--- config.mk ---
export PLATFORM = sky130hd
export DESIGN_NAME = round_robin_tick_scheduler
export DESIGN_NICKNAME = d
export VERILOG_FILES = /design/src/hw/rtl/rrts_pkg.sv /design/src/hw/rtl/rrts_cell.sv /design/src/hw/rtl/round_robin_tick_scheduler.sv
export SDC_FILE = /design/constraint.sdc
export NUM_CORES = 2
export LEC_CHECK = 0
export ABC_CLOCK_PERIOD_IN_PS = 6650
export BUFFER_PORTS_ARGS = -buffer_cell sky130_fd_sc_hd__buf_2
export CORE_ASPECT_RATIO = 1.25
export CORE_MARGIN = 2
export CORE_UTILIZATION = 60
export DETAILED_ROUTE_END_ITERATION = 8
export PLACE_DENSITY_LB_ADDON = 0.05
export SYNTH_ARGS = -nofsm -noshare
export SYNTH_HDL_FRONTEND = slang
export SYNTH_SLANG_ARGS = --single-unit
--- constraint.sdc ---
create_clock -name clock -period 6.65 [get_ports clock]
set_clock_uncertainty 0.2 [all_clocks]
set_input_delay 0.9975 -clock clock [delete_from_list [all_inputs] [get_ports clock]]
set_output_delay 0.9975 -clock clock [all_outputs]
set_load 0.1 [all_outputs]
--- src/hw/rtl/rrts_pkg.sv ---
// Shared types and codes for the round-robin tick scheduler.
`timescale 1ns / 1ps
`default_nettype none

package rrts_pkg;

   // Request action codes as carried on the input channel.
   typedef enum logic [1:0] {
      ACT_TICK  = 2'd0,
      ACT_SLEEP = 2'd1,
      ACT_WAKE  = 2'd2,
      ACT_LOAD  = 2'd3
   } action_type;

   // Per-slot thread state.
   typedef enum logic [1:0] {
      SLOT_EMPTY = 2'd0,
      SLOT_RUN   = 2'd1,
      SLOT_SLEEP = 2'd2
   } slot_state_type;

   // Operation broadcast from the controller to every cell.
   typedef enum logic [2:0] {
      OP_NONE       = 3'd0,
      OP_COUNT      = 3'd1,
      OP_DEC_CUR    = 3'd2,
      OP_ZERO_CUR   = 3'd3,
      OP_SLEEP      = 3'd4,
      OP_WAKE       = 3'd5,
      OP_LOAD_RUN   = 3'd6,
      OP_LOAD_EMPTY = 3'd7
   } cell_op_type;

   // Controller to cell command group.
   typedef struct packed {
      cell_op_type op;
      logic        inject;   // place the search token at the start cell
      logic        pass;     // move the search token one cell along the ring
      logic        sweep;    // a search is in progress
   } cell_cmd_type;

   // Cell to controller status group; the controller ORs these over all cells.
   typedef struct packed {
      logic addr_empty;      // addressed slot is empty
      logic cur_run;         // current slot is runnable
      logic cur_keep;        // current slot is runnable with more than one tick left
      logic claim;           // token holder is runnable and takes the selection
   } cell_stat_type;

   localparam logic [31:0] TICKS_ONE = 32'd1;

endpackage

`default_nettype wire

--- src/hw/rtl/rrts_cell.sv ---
// One thread slot of the scheduler ring: state, tick counter, quantum and search token.
`timescale 1ns / 1ps
`default_nettype none

module rrts_cell
   import rrts_pkg::*;
#(
   parameter int IDX  = 0,
   parameter int IDXW = 4
) (
   input  wire logic            clock,
   input  wire logic            reset,
   input  wire cell_cmd_type    cmd,
   input  wire logic [3:0]      thread,
   input  wire logic [31:0]     duration,
   input  wire logic [7:0]      quantum,
   input  wire logic [IDXW-1:0] cur_idx,
   input  wire logic [IDXW-1:0] start_idx,
   input  wire logic            tok_in,
   output logic                 tok_out,
   output cell_stat_type        stat
);

   slot_state_type state_ff, state_in;
   logic [31:0]    ticks_ff, ticks_in;
   logic [7:0]     quant_ff, quant_in;
   logic           tok_ff, tok_in_next;

   logic           hit;
   logic           is_cur;
   logic           is_run;
   logic [31:0]    fresh;
   logic [31:0]    fresh_load;

   // Address decode against this slot's fixed position.
   assign hit    = (32'(thread) == 32'(IDX));
   assign is_cur = (cur_idx == IDXW'(IDX));
   assign is_run = (state_ff == SLOT_RUN);

   // A quantum of zero still grants a single tick.
   assign fresh      = (quant_ff == 8'd0) ? TICKS_ONE : 32'(quant_ff);
   assign fresh_load = (quantum == 8'd0) ? TICKS_ONE : 32'(quantum);

   // Status reported back to the controller. The token is only on the ring while a
   // search is running, so a claim needs nothing from the command group.
   assign stat.addr_empty = hit && (state_ff == SLOT_EMPTY);
   assign stat.cur_run    = is_cur && is_run;
   assign stat.cur_keep   = is_cur && is_run && (ticks_ff > TICKS_ONE);
   assign stat.claim      = tok_ff && is_run;

   assign tok_out = tok_ff;

   // Token moves in from the previous cell, or is placed here at the start of a search.
   assign tok_in_next = (cmd.inject && (start_idx == IDXW'(IDX))) || (cmd.pass && tok_in);

   // Slot update for the broadcast operation and for a claim.
   always_comb begin
      state_in = state_ff;
      ticks_in = ticks_ff;
      quant_in = quant_ff;
      case (cmd.op)
         OP_COUNT: begin
            if (state_ff == SLOT_SLEEP) begin
               if (ticks_ff <= TICKS_ONE) begin
                  state_in = SLOT_RUN;
                  ticks_in = fresh;
               end else begin
                  ticks_in = ticks_ff - TICKS_ONE;
               end
            end
         end
         OP_DEC_CUR: begin
            if (is_cur) begin
               ticks_in = ticks_ff - TICKS_ONE;
            end
         end
         OP_ZERO_CUR: begin
            if (is_cur) begin
               ticks_in = '0;
            end
         end
         OP_SLEEP: begin
            if (hit) begin
               state_in = SLOT_SLEEP;
               ticks_in = duration;
            end
         end
         OP_WAKE: begin
            if (hit) begin
               state_in = SLOT_RUN;
               ticks_in = fresh;
            end
         end
         OP_LOAD_RUN: begin
            if (hit) begin
               state_in = SLOT_RUN;
               quant_in = quantum;
               ticks_in = fresh_load;
            end
         end
         OP_LOAD_EMPTY: begin
            if (hit) begin
               state_in = SLOT_EMPTY;
               quant_in = '0;
               ticks_in = '0;
            end
         end
         default: begin
         end
      endcase
      // A selected slot starts a fresh time slice.
      if (cmd.sweep && stat.claim) begin
         ticks_in = fresh;
      end
   end

   // Control state is reset; counter and quantum are written before use.
   always_ff @(posedge clock) begin
      if (reset) begin
         state_ff <= SLOT_EMPTY;
         tok_ff   <= 1'b0;
      end else begin
         state_ff <= state_in;
         tok_ff   <= tok_in_next;
      end
   end

   always_ff @(posedge clock) begin
      ticks_ff <= ticks_in;
      quant_ff <= quant_in;
   end

endmodule

`default_nettype wire

--- src/hw/rtl/round_robin_tick_scheduler.sv ---
// Top level of the round-robin tick scheduler: controller, cell ring and response register.
`timescale 1ns / 1ps
`default_nettype none

// Round-robin scheduler over SLOTS thread slots with sleep timers. Each slot is a cell
// in a ring; all cells count their sleep timers down in parallel on a tick, and the
// search for the next runnable slot is a token that moves one cell per clock around
// the ring, starting after the current slot and ending at it. One beat is taken at a
// time: sleep, wake and load pass through the execute and completion states; a tick
// that keeps the current thread passes through countdown, decision and completion; a
// tick or a sleep that triggers a search also walks the token around the ring. A
// finished response waits in its own register, so a slow consumer only holds the block
// once the next response is ready. No clearing pass is needed after reset.
module round_robin_tick_scheduler
   import rrts_pkg::*;
#(
   parameter int SLOTS = 16
) (
   input  wire logic        clock,
   input  wire logic        reset,
   input  wire logic        req_valid,
   output logic             req_stall,
   input  wire logic [1:0]  req_action,
   input  wire logic [3:0]  req_thread,
   input  wire logic [31:0] req_duration,
   input  wire logic [7:0]  req_quantum,
   input  wire logic        req_present,
   output logic             rsp_valid,
   input  wire logic        rsp_stall,
   output logic [3:0]       rsp_current_thread,
   output logic             rsp_running_idle,
   output logic             rsp_switched,
   output logic             rsp_status
);

   localparam int IDXW = $clog2(SLOTS);
   localparam logic [IDXW-1:0] LAST_IDX = IDXW'(SLOTS - 1);

   typedef enum logic [5:0] {
      S_IDLE  = 6'b000001,
      S_COUNT = 6'b000010,
      S_CHECK = 6'b000100,
      S_EXEC  = 6'b001000,
      S_SWEEP = 6'b010000,
      S_DONE  = 6'b100000
   } sched_state_type;

   sched_state_type state_ff, state_in;

   action_type      act_ff, act_in;
   logic [3:0]      thr_ff, thr_in;
   logic [31:0]     dur_ff, dur_in;
   logic [7:0]      quant_ff, quant_in;
   logic            pres_ff, pres_in;

   logic [IDXW-1:0] cur_ff, cur_in;
   logic            idle_ff, idle_in;
   logic [IDXW-1:0] pos_ff, pos_in;
   logic [IDXW-1:0] hop_ff, hop_in;
   logic            switched_ff, switched_in;
   logic            status_ff, status_in;

   logic            rsp_valid_ff, rsp_valid_in;
   logic [3:0]      rsp_thread_ff, rsp_thread_in;
   logic            rsp_idle_ff, rsp_idle_in;
   logic            rsp_switched_ff, rsp_switched_in;
   logic            rsp_status_ff, rsp_status_in;

   cell_cmd_type    cmd;
   cell_stat_type   stat [SLOTS];
   cell_stat_type   any;
   logic [SLOTS-1:0] tok_chain;

   logic            req_fire;
   logic            thr_valid;
   logic            thr_is_cur;
   logic [IDXW-1:0] next_idx;
   logic [31:0]     cur_ext;

   assign req_stall = (state_ff != S_IDLE);
   assign req_fire  = req_valid && !req_stall;

   assign thr_valid  = (32'(thr_ff) < 32'(SLOTS));
   assign thr_is_cur = (32'(thr_ff) == 32'(cur_ff));
   assign next_idx   = (cur_ff == LAST_IDX) ? '0 : cur_ff + 1'b1;
   assign cur_ext    = 32'(cur_ff);

   // The ring of slot cells; each takes its token from the cell before it.
   for (genvar i = 0; i < SLOTS; i++) begin : g_cell
      rrts_cell #(
         .IDX  (i),
         .IDXW (IDXW)
      ) u_cell (
         .clock     (clock),
         .reset     (reset),
         .cmd       (cmd),
         .thread    (thr_ff),
         .duration  (dur_ff),
         .quantum   (quant_ff),
         .cur_idx   (cur_ff),
         .start_idx (next_idx),
         .tok_in    (tok_chain[(i + SLOTS - 1) % SLOTS]),
         .tok_out   (tok_chain[i]),
         .stat      (stat[i])
      );
   end

   // Combine cell status into one flag set.
   always_comb begin
      any = '0;
      for (int i = 0; i < SLOTS; i++) begin
         any = any | stat[i];
      end
   end

   // Sequencer: one beat at a time, countdown, decision, token search, response.
   always_comb begin
      state_in        = state_ff;
      act_in          = act_ff;
      thr_in          = thr_ff;
      dur_in          = dur_ff;
      quant_in        = quant_ff;
      pres_in         = pres_ff;
      cur_in          = cur_ff;
      idle_in         = idle_ff;
      pos_in          = pos_ff;
      hop_in          = hop_ff;
      switched_in     = switched_ff;
      status_in       = status_ff;
      rsp_valid_in    = rsp_valid_ff && rsp_stall;
      rsp_thread_in   = rsp_thread_ff;
      rsp_idle_in     = rsp_idle_ff;
      rsp_switched_in = rsp_switched_ff;
      rsp_status_in   = rsp_status_ff;
      cmd             = '{op: OP_NONE, inject: 1'b0, pass: 1'b0, sweep: 1'b0};

      case (state_ff)
         S_IDLE: begin
            if (req_fire) begin
               act_in      = action_type'(req_action);
               thr_in      = req_thread;
               dur_in      = req_duration;
               quant_in    = req_quantum;
               pres_in     = req_present;
               switched_in = 1'b0;
               status_in   = 1'b0;
               state_in    = (action_type'(req_action) == ACT_TICK) ? S_COUNT : S_EXEC;
            end
         end
         S_COUNT: begin
            cmd.op   = OP_COUNT;
            state_in = S_CHECK;
         end
         S_CHECK: begin
            if (!idle_ff && any.cur_keep) begin
               cmd.op   = OP_DEC_CUR;
               state_in = S_DONE;
            end else begin
               if (!idle_ff && any.cur_run) begin
                  cmd.op = OP_ZERO_CUR;
               end
               cmd.inject  = 1'b1;
               pos_in      = next_idx;
               hop_in      = '0;
               switched_in = 1'b1;
               state_in    = S_SWEEP;
            end
         end
         S_EXEC: begin
            state_in = S_DONE;
            case (act_ff)
               ACT_LOAD: begin
                  if (!thr_valid) begin
                     status_in = 1'b1;
                  end else begin
                     cmd.op = pres_ff ? OP_LOAD_RUN : OP_LOAD_EMPTY;
                  end
               end
               ACT_SLEEP: begin
                  if (!thr_valid || any.addr_empty) begin
                     status_in = 1'b1;
                  end else begin
                     cmd.op = OP_SLEEP;
                     // Putting the running slot to sleep selects another at once.
                     if (!idle_ff && thr_is_cur) begin
                        cmd.inject  = 1'b1;
                        pos_in      = next_idx;
                        hop_in      = '0;
                        switched_in = 1'b1;
                        state_in    = S_SWEEP;
                     end
                  end
               end
               ACT_WAKE: begin
                  if (!thr_valid || any.addr_empty) begin
                     status_in = 1'b1;
                  end else begin
                     cmd.op = OP_WAKE;
                  end
               end
               default: begin
               end
            endcase
         end
         S_SWEEP: begin
            cmd.sweep = 1'b1;
            if (any.claim) begin
               cur_in   = pos_ff;
               idle_in  = 1'b0;
               state_in = S_DONE;
            end else if (hop_ff == LAST_IDX) begin
               idle_in  = 1'b1;
               state_in = S_DONE;
            end else begin
               cmd.pass = 1'b1;
               pos_in   = (pos_ff == LAST_IDX) ? '0 : pos_ff + 1'b1;
               hop_in   = hop_ff + 1'b1;
            end
         end
         S_DONE: begin
            if (!rsp_valid_ff || !rsp_stall) begin
               rsp_valid_in    = 1'b1;
               rsp_thread_in   = idle_ff ? 4'd0 : cur_ext[3:0];
               rsp_idle_in     = idle_ff;
               rsp_switched_in = switched_ff;
               rsp_status_in   = status_ff;
               state_in        = S_IDLE;
            end
         end
         default: begin
            state_in = S_IDLE;
         end
      endcase
   end

   // Control registers.
   always_ff @(posedge clock) begin
      if (reset) begin
         state_ff     <= S_IDLE;
         cur_ff       <= '0;
         idle_ff      <= 1'b1;
         pos_ff       <= '0;
         hop_ff       <= '0;
         rsp_valid_ff <= 1'b0;
      end else begin
         state_ff     <= state_in;
         cur_ff       <= cur_in;
         idle_ff      <= idle_in;
         pos_ff       <= pos_in;
         hop_ff       <= hop_in;
         rsp_valid_ff <= rsp_valid_in;
      end
   end

   // Beat payload and response payload registers.
   always_ff @(posedge clock) begin
      act_ff          <= act_in;
      thr_ff          <= thr_in;
      dur_ff          <= dur_in;
      quant_ff        <= quant_in;
      pres_ff         <= pres_in;
      switched_ff     <= switched_in;
      status_ff       <= status_in;
      rsp_thread_ff   <= rsp_thread_in;
      rsp_idle_ff     <= rsp_idle_in;
      rsp_switched_ff <= rsp_switched_in;
      rsp_status_ff   <= rsp_status_in;
   end

   assign rsp_valid          = rsp_valid_ff;
   assign rsp_current_thread = rsp_thread_ff;
   assign rsp_running_idle   = rsp_idle_ff;
   assign rsp_switched       = rsp_switched_ff;
   assign rsp_status         = rsp_status_ff;

   // At most one search token is ever on the ring.
   a_one_token : assert property (@(posedge clock) disable iff (reset)
      $onehot0(tok_chain))
      else $error("more than one search token on the ring");

   // During a search the token sits at the position the controller tracks.
   a_token_at_pos : assert property (@(posedge clock) disable iff (reset)
      (state_ff == S_SWEEP) |-> tok_chain[pos_ff])
      else $error("search token out of step with search position");

   // A claim ends the search with a thread selected.
   a_claim_selects : assert property (@(posedge clock) disable iff (reset)
      (state_ff == S_SWEEP && any.claim) |=> (!idle_ff && state_ff == S_DONE))
      else $error("claim did not select a thread");

   // A response is only raised from the completion state.
   a_rsp_from_done : assert property (@(posedge clock) disable iff (reset)
      $rose(rsp_valid_ff) |-> $past(state_ff == S_DONE))
      else $error("response raised outside completion");

endmodule

`default_nettype wire
==> results.yml <==
run_status:
  status: "complete, no violations"
worst_setup_path:
  crit_fanout: 36
  cp-end-kind: "flip-flop"
  crit_top_cell: "buf_4"
  crit_chain: "and4b_1 -> a22oi_1 -> nand4_1 -> o32ai_1 -> a2111oi_4 -> buf_4 -> a32oi_2 -> buf_4 -> o221ai_1"
  cp.required_ps: 6800
  path_class: "flip-flop to flip-flop"
  cpLargestDelayFamily: "compound AO/OA/AOI/OAI gates"
  cp.arrival_ps: 5770
  crit_path_start_kind: "flip-flop"
  path_buf_inv: 2
  cpMaxStageDelayCell: "a32oi_2"
  slowest_delay_ps: 1120
synthesis:
  synth_cell_types: 90
  synthesis.nets: 4322
  syn_area_per_cell_um2: 10.1
  ys.flop_type: "edfxtp_1"
  yosysWarnings: 0
  synth_seq_cells: 764
  syn_inst: 4228
  synthArstFlopShare: 0
  synth-edff-count: 696
  synth_area_um2: 42900
  ys_seq_area_frac: 0.519
clock_tree:
  cts_buffers: 79
  cts_hold_buf: 0
  clockBufferDepth: 3
  worst_skew_pair.late_latency_ps: 670
  root_buffer: "clkbuf_16"
  cts.repair.resized: 0
  cts.clk_slew.worst_paths_ps: 60
  cts_setup_buffers: 0
  htreeDepth: 3
  cts_tree: "built"
  clock_sinks: 764
sta:
  fin_crit_ps: 5610
  slew_violations: 0
  holdWs_ps: 296
  setup_ws_ps: 1040
  fmax_ghz: 0.178
  period_share: 0.844
  slew_headroom: 0.0870
  hold_viol: 0
  finalSetupViolCount: 0
  setup_tns_ps: 0
  worst_pin_slew_ps: 1370
  rsz0062_at_grt: "no"
global_route:
  track_usage: 0.366
  grt_max_degree: 75
  grt_pass1_vias: 33590
  grt_overflow: 0
  grt_antenna_before_repair: 4
  grt_pass1_wl_um: 204000
routing:
  routedWlPerCell_um: 25.9
  ant_nets: 0
  drt_first_iter_violations: 3914
  drt_wl_total_um: 137000
  dr_total_vias: 35884
  dr.pass1.iters: 6
  drcViolationCount: 0
  routed_via_density: 6.79
die:
  start_util: 0.606
  fp.dieArea_um2: 73600
  rows: 109
  die_height_um: 303
  ios: 60
  coreArea_um2: 70800
  die_w_um: 243
place:
  dp.cells: 5137
  place_area_um2: 44600
  place_hpwl_um: 91600
  portBuffers: 59
  gp_congestion: 1.01
  place_ws_ps: 1310
final_layout:
  fin_area_um2: 47100
  final_cell_mix: "696 x edfxtp_1, 390 x nor2_1, 366 x a21oi_1, 335 x o21ai_0, 274 x nand2_1"
  syn_to_final_growth_pct: 9.95
  drive_gt1_frac: 0.0872
  layout.nets: 4369
  final_common_cell: "edfxtp_1"
  fin_cells: 5281
power:
  ir_worst_vdd_uv: 339
  cellPowerDensity_nw_per_um2: 278
  power.leakage_uw: 0.0151
flow_run:
  drv_cap: 0
worst_hold_path:
  hp-class: "flip-flop to flip-flop"
metal layers:
metal | routed length [um] | vias up | global-route usage
met5 | 13 | - | 0
met3 | 13300 | 398 | 0.0638
met4 | 7310 | 2 | 0.184
met2 | 62500 | 1991 | 0.581
li1 | - | 16077 | -
met1 | 53600 | 17416 | 0.488
through the flow:
step           power (uW)  utilization
3_5_place_dp         8730        0.631
5_1_grt             13500        0.666
2_1_floorplan        7920            -
6_report            13100        0.666
3_3_place_gp         8670        0.631
4_1_cts             13100        0.666
power by group:
part,leakage [uW],switching [uW],internal (uW)
registers,0.00686,415,6030
clock network,0.00121,1970,2430
logic,0.00699,1500,761
worst min-delay path, cell delays in order (launching register included):
cell	delay, ps
dfxtp_1	330
nand2_1	70
a21oi_1	50
synth_stat cells (all sizes together), types with 24 or more instances:
library cell    n  area, um2
a21oi         372       1870
or3            46        288
nand4          30        188
o21ai         359       1800
nand2         274       1030
nand3          81        405
dfxtp          68       1360
ha             43        538
nor2b          46        288
xor2          198       1730
o22ai          39        244
nand3b         25        188
xnor2         262       2290
nor4          138        885
inv            68        255
nor2          397       1510
and2           35        219
buf            57        287
o21a           24        180
nor3          276       1400
clkbuf        144        541
edfxtp        696      20900
a211oi         59        443
or4            81        619
or2            29        181
flip-flops by register name, summed over array words and instances, names as in the netlist, 2 cells and up:
register                cells
act_ff                      2
cur_ff                      4
dur_ff                     32
g_cell.u_cell.quant_ff    128
g_cell.u_cell.state_ff     32
g_cell.u_cell.ticks_ff    512
g_cell.u_cell.tok_out      16
hop_ff                      4
pos_ff                      4
quant_ff                    8
rsp_current_thread          4
state_ff                    6
thr_ff                      4
kinds of logic (layout without fill, tap and decap cells):
group / after synthesis / in the layout / share of synthesized area
adder cells (fa/ha/maj): 43 / 43 / 0.0126
buffers and inverters: 269 / 375 / 0.0252
AND/OR/NAND/NOR: 1556 / 1556 / 0.186
AO/OA/AOI/OAI: 1114 / 1114 / 0.158
multiplexers: 22 / 22 / 0.00514
flip-flops: 764 / 764 / 0.519
XOR/XNOR: 460 / 460 / 0.0940
other: 0 / 4 / 0
layout make-up:
type                       count  area [um2]
antenna                        4        10.0
clock buffer                 101        2160
clock inverter                39         319
fill                        5644       23700
inverter                      68         255
multi-input combinational   3195       19800
sequential                   764       22300
tap                          943        1180
timing repair buffer         167        1120
worst paths after layout:
path,start,end,slack [ps],depth (start not counted)
worst min register to register,pos_ff[3],cur_ff[3],300,2
worst max register to register,thr_ff[0],g_cell[13].u_cell.ticks_ff[0],1040,9
worst max-delay path,thr_ff[0],g_cell[13].u_cell.ticks_ff[0],1040,9
worst min-delay path,pos_ff[3],cur_ff[3],300,2
(Power assumes the default switching activity.)
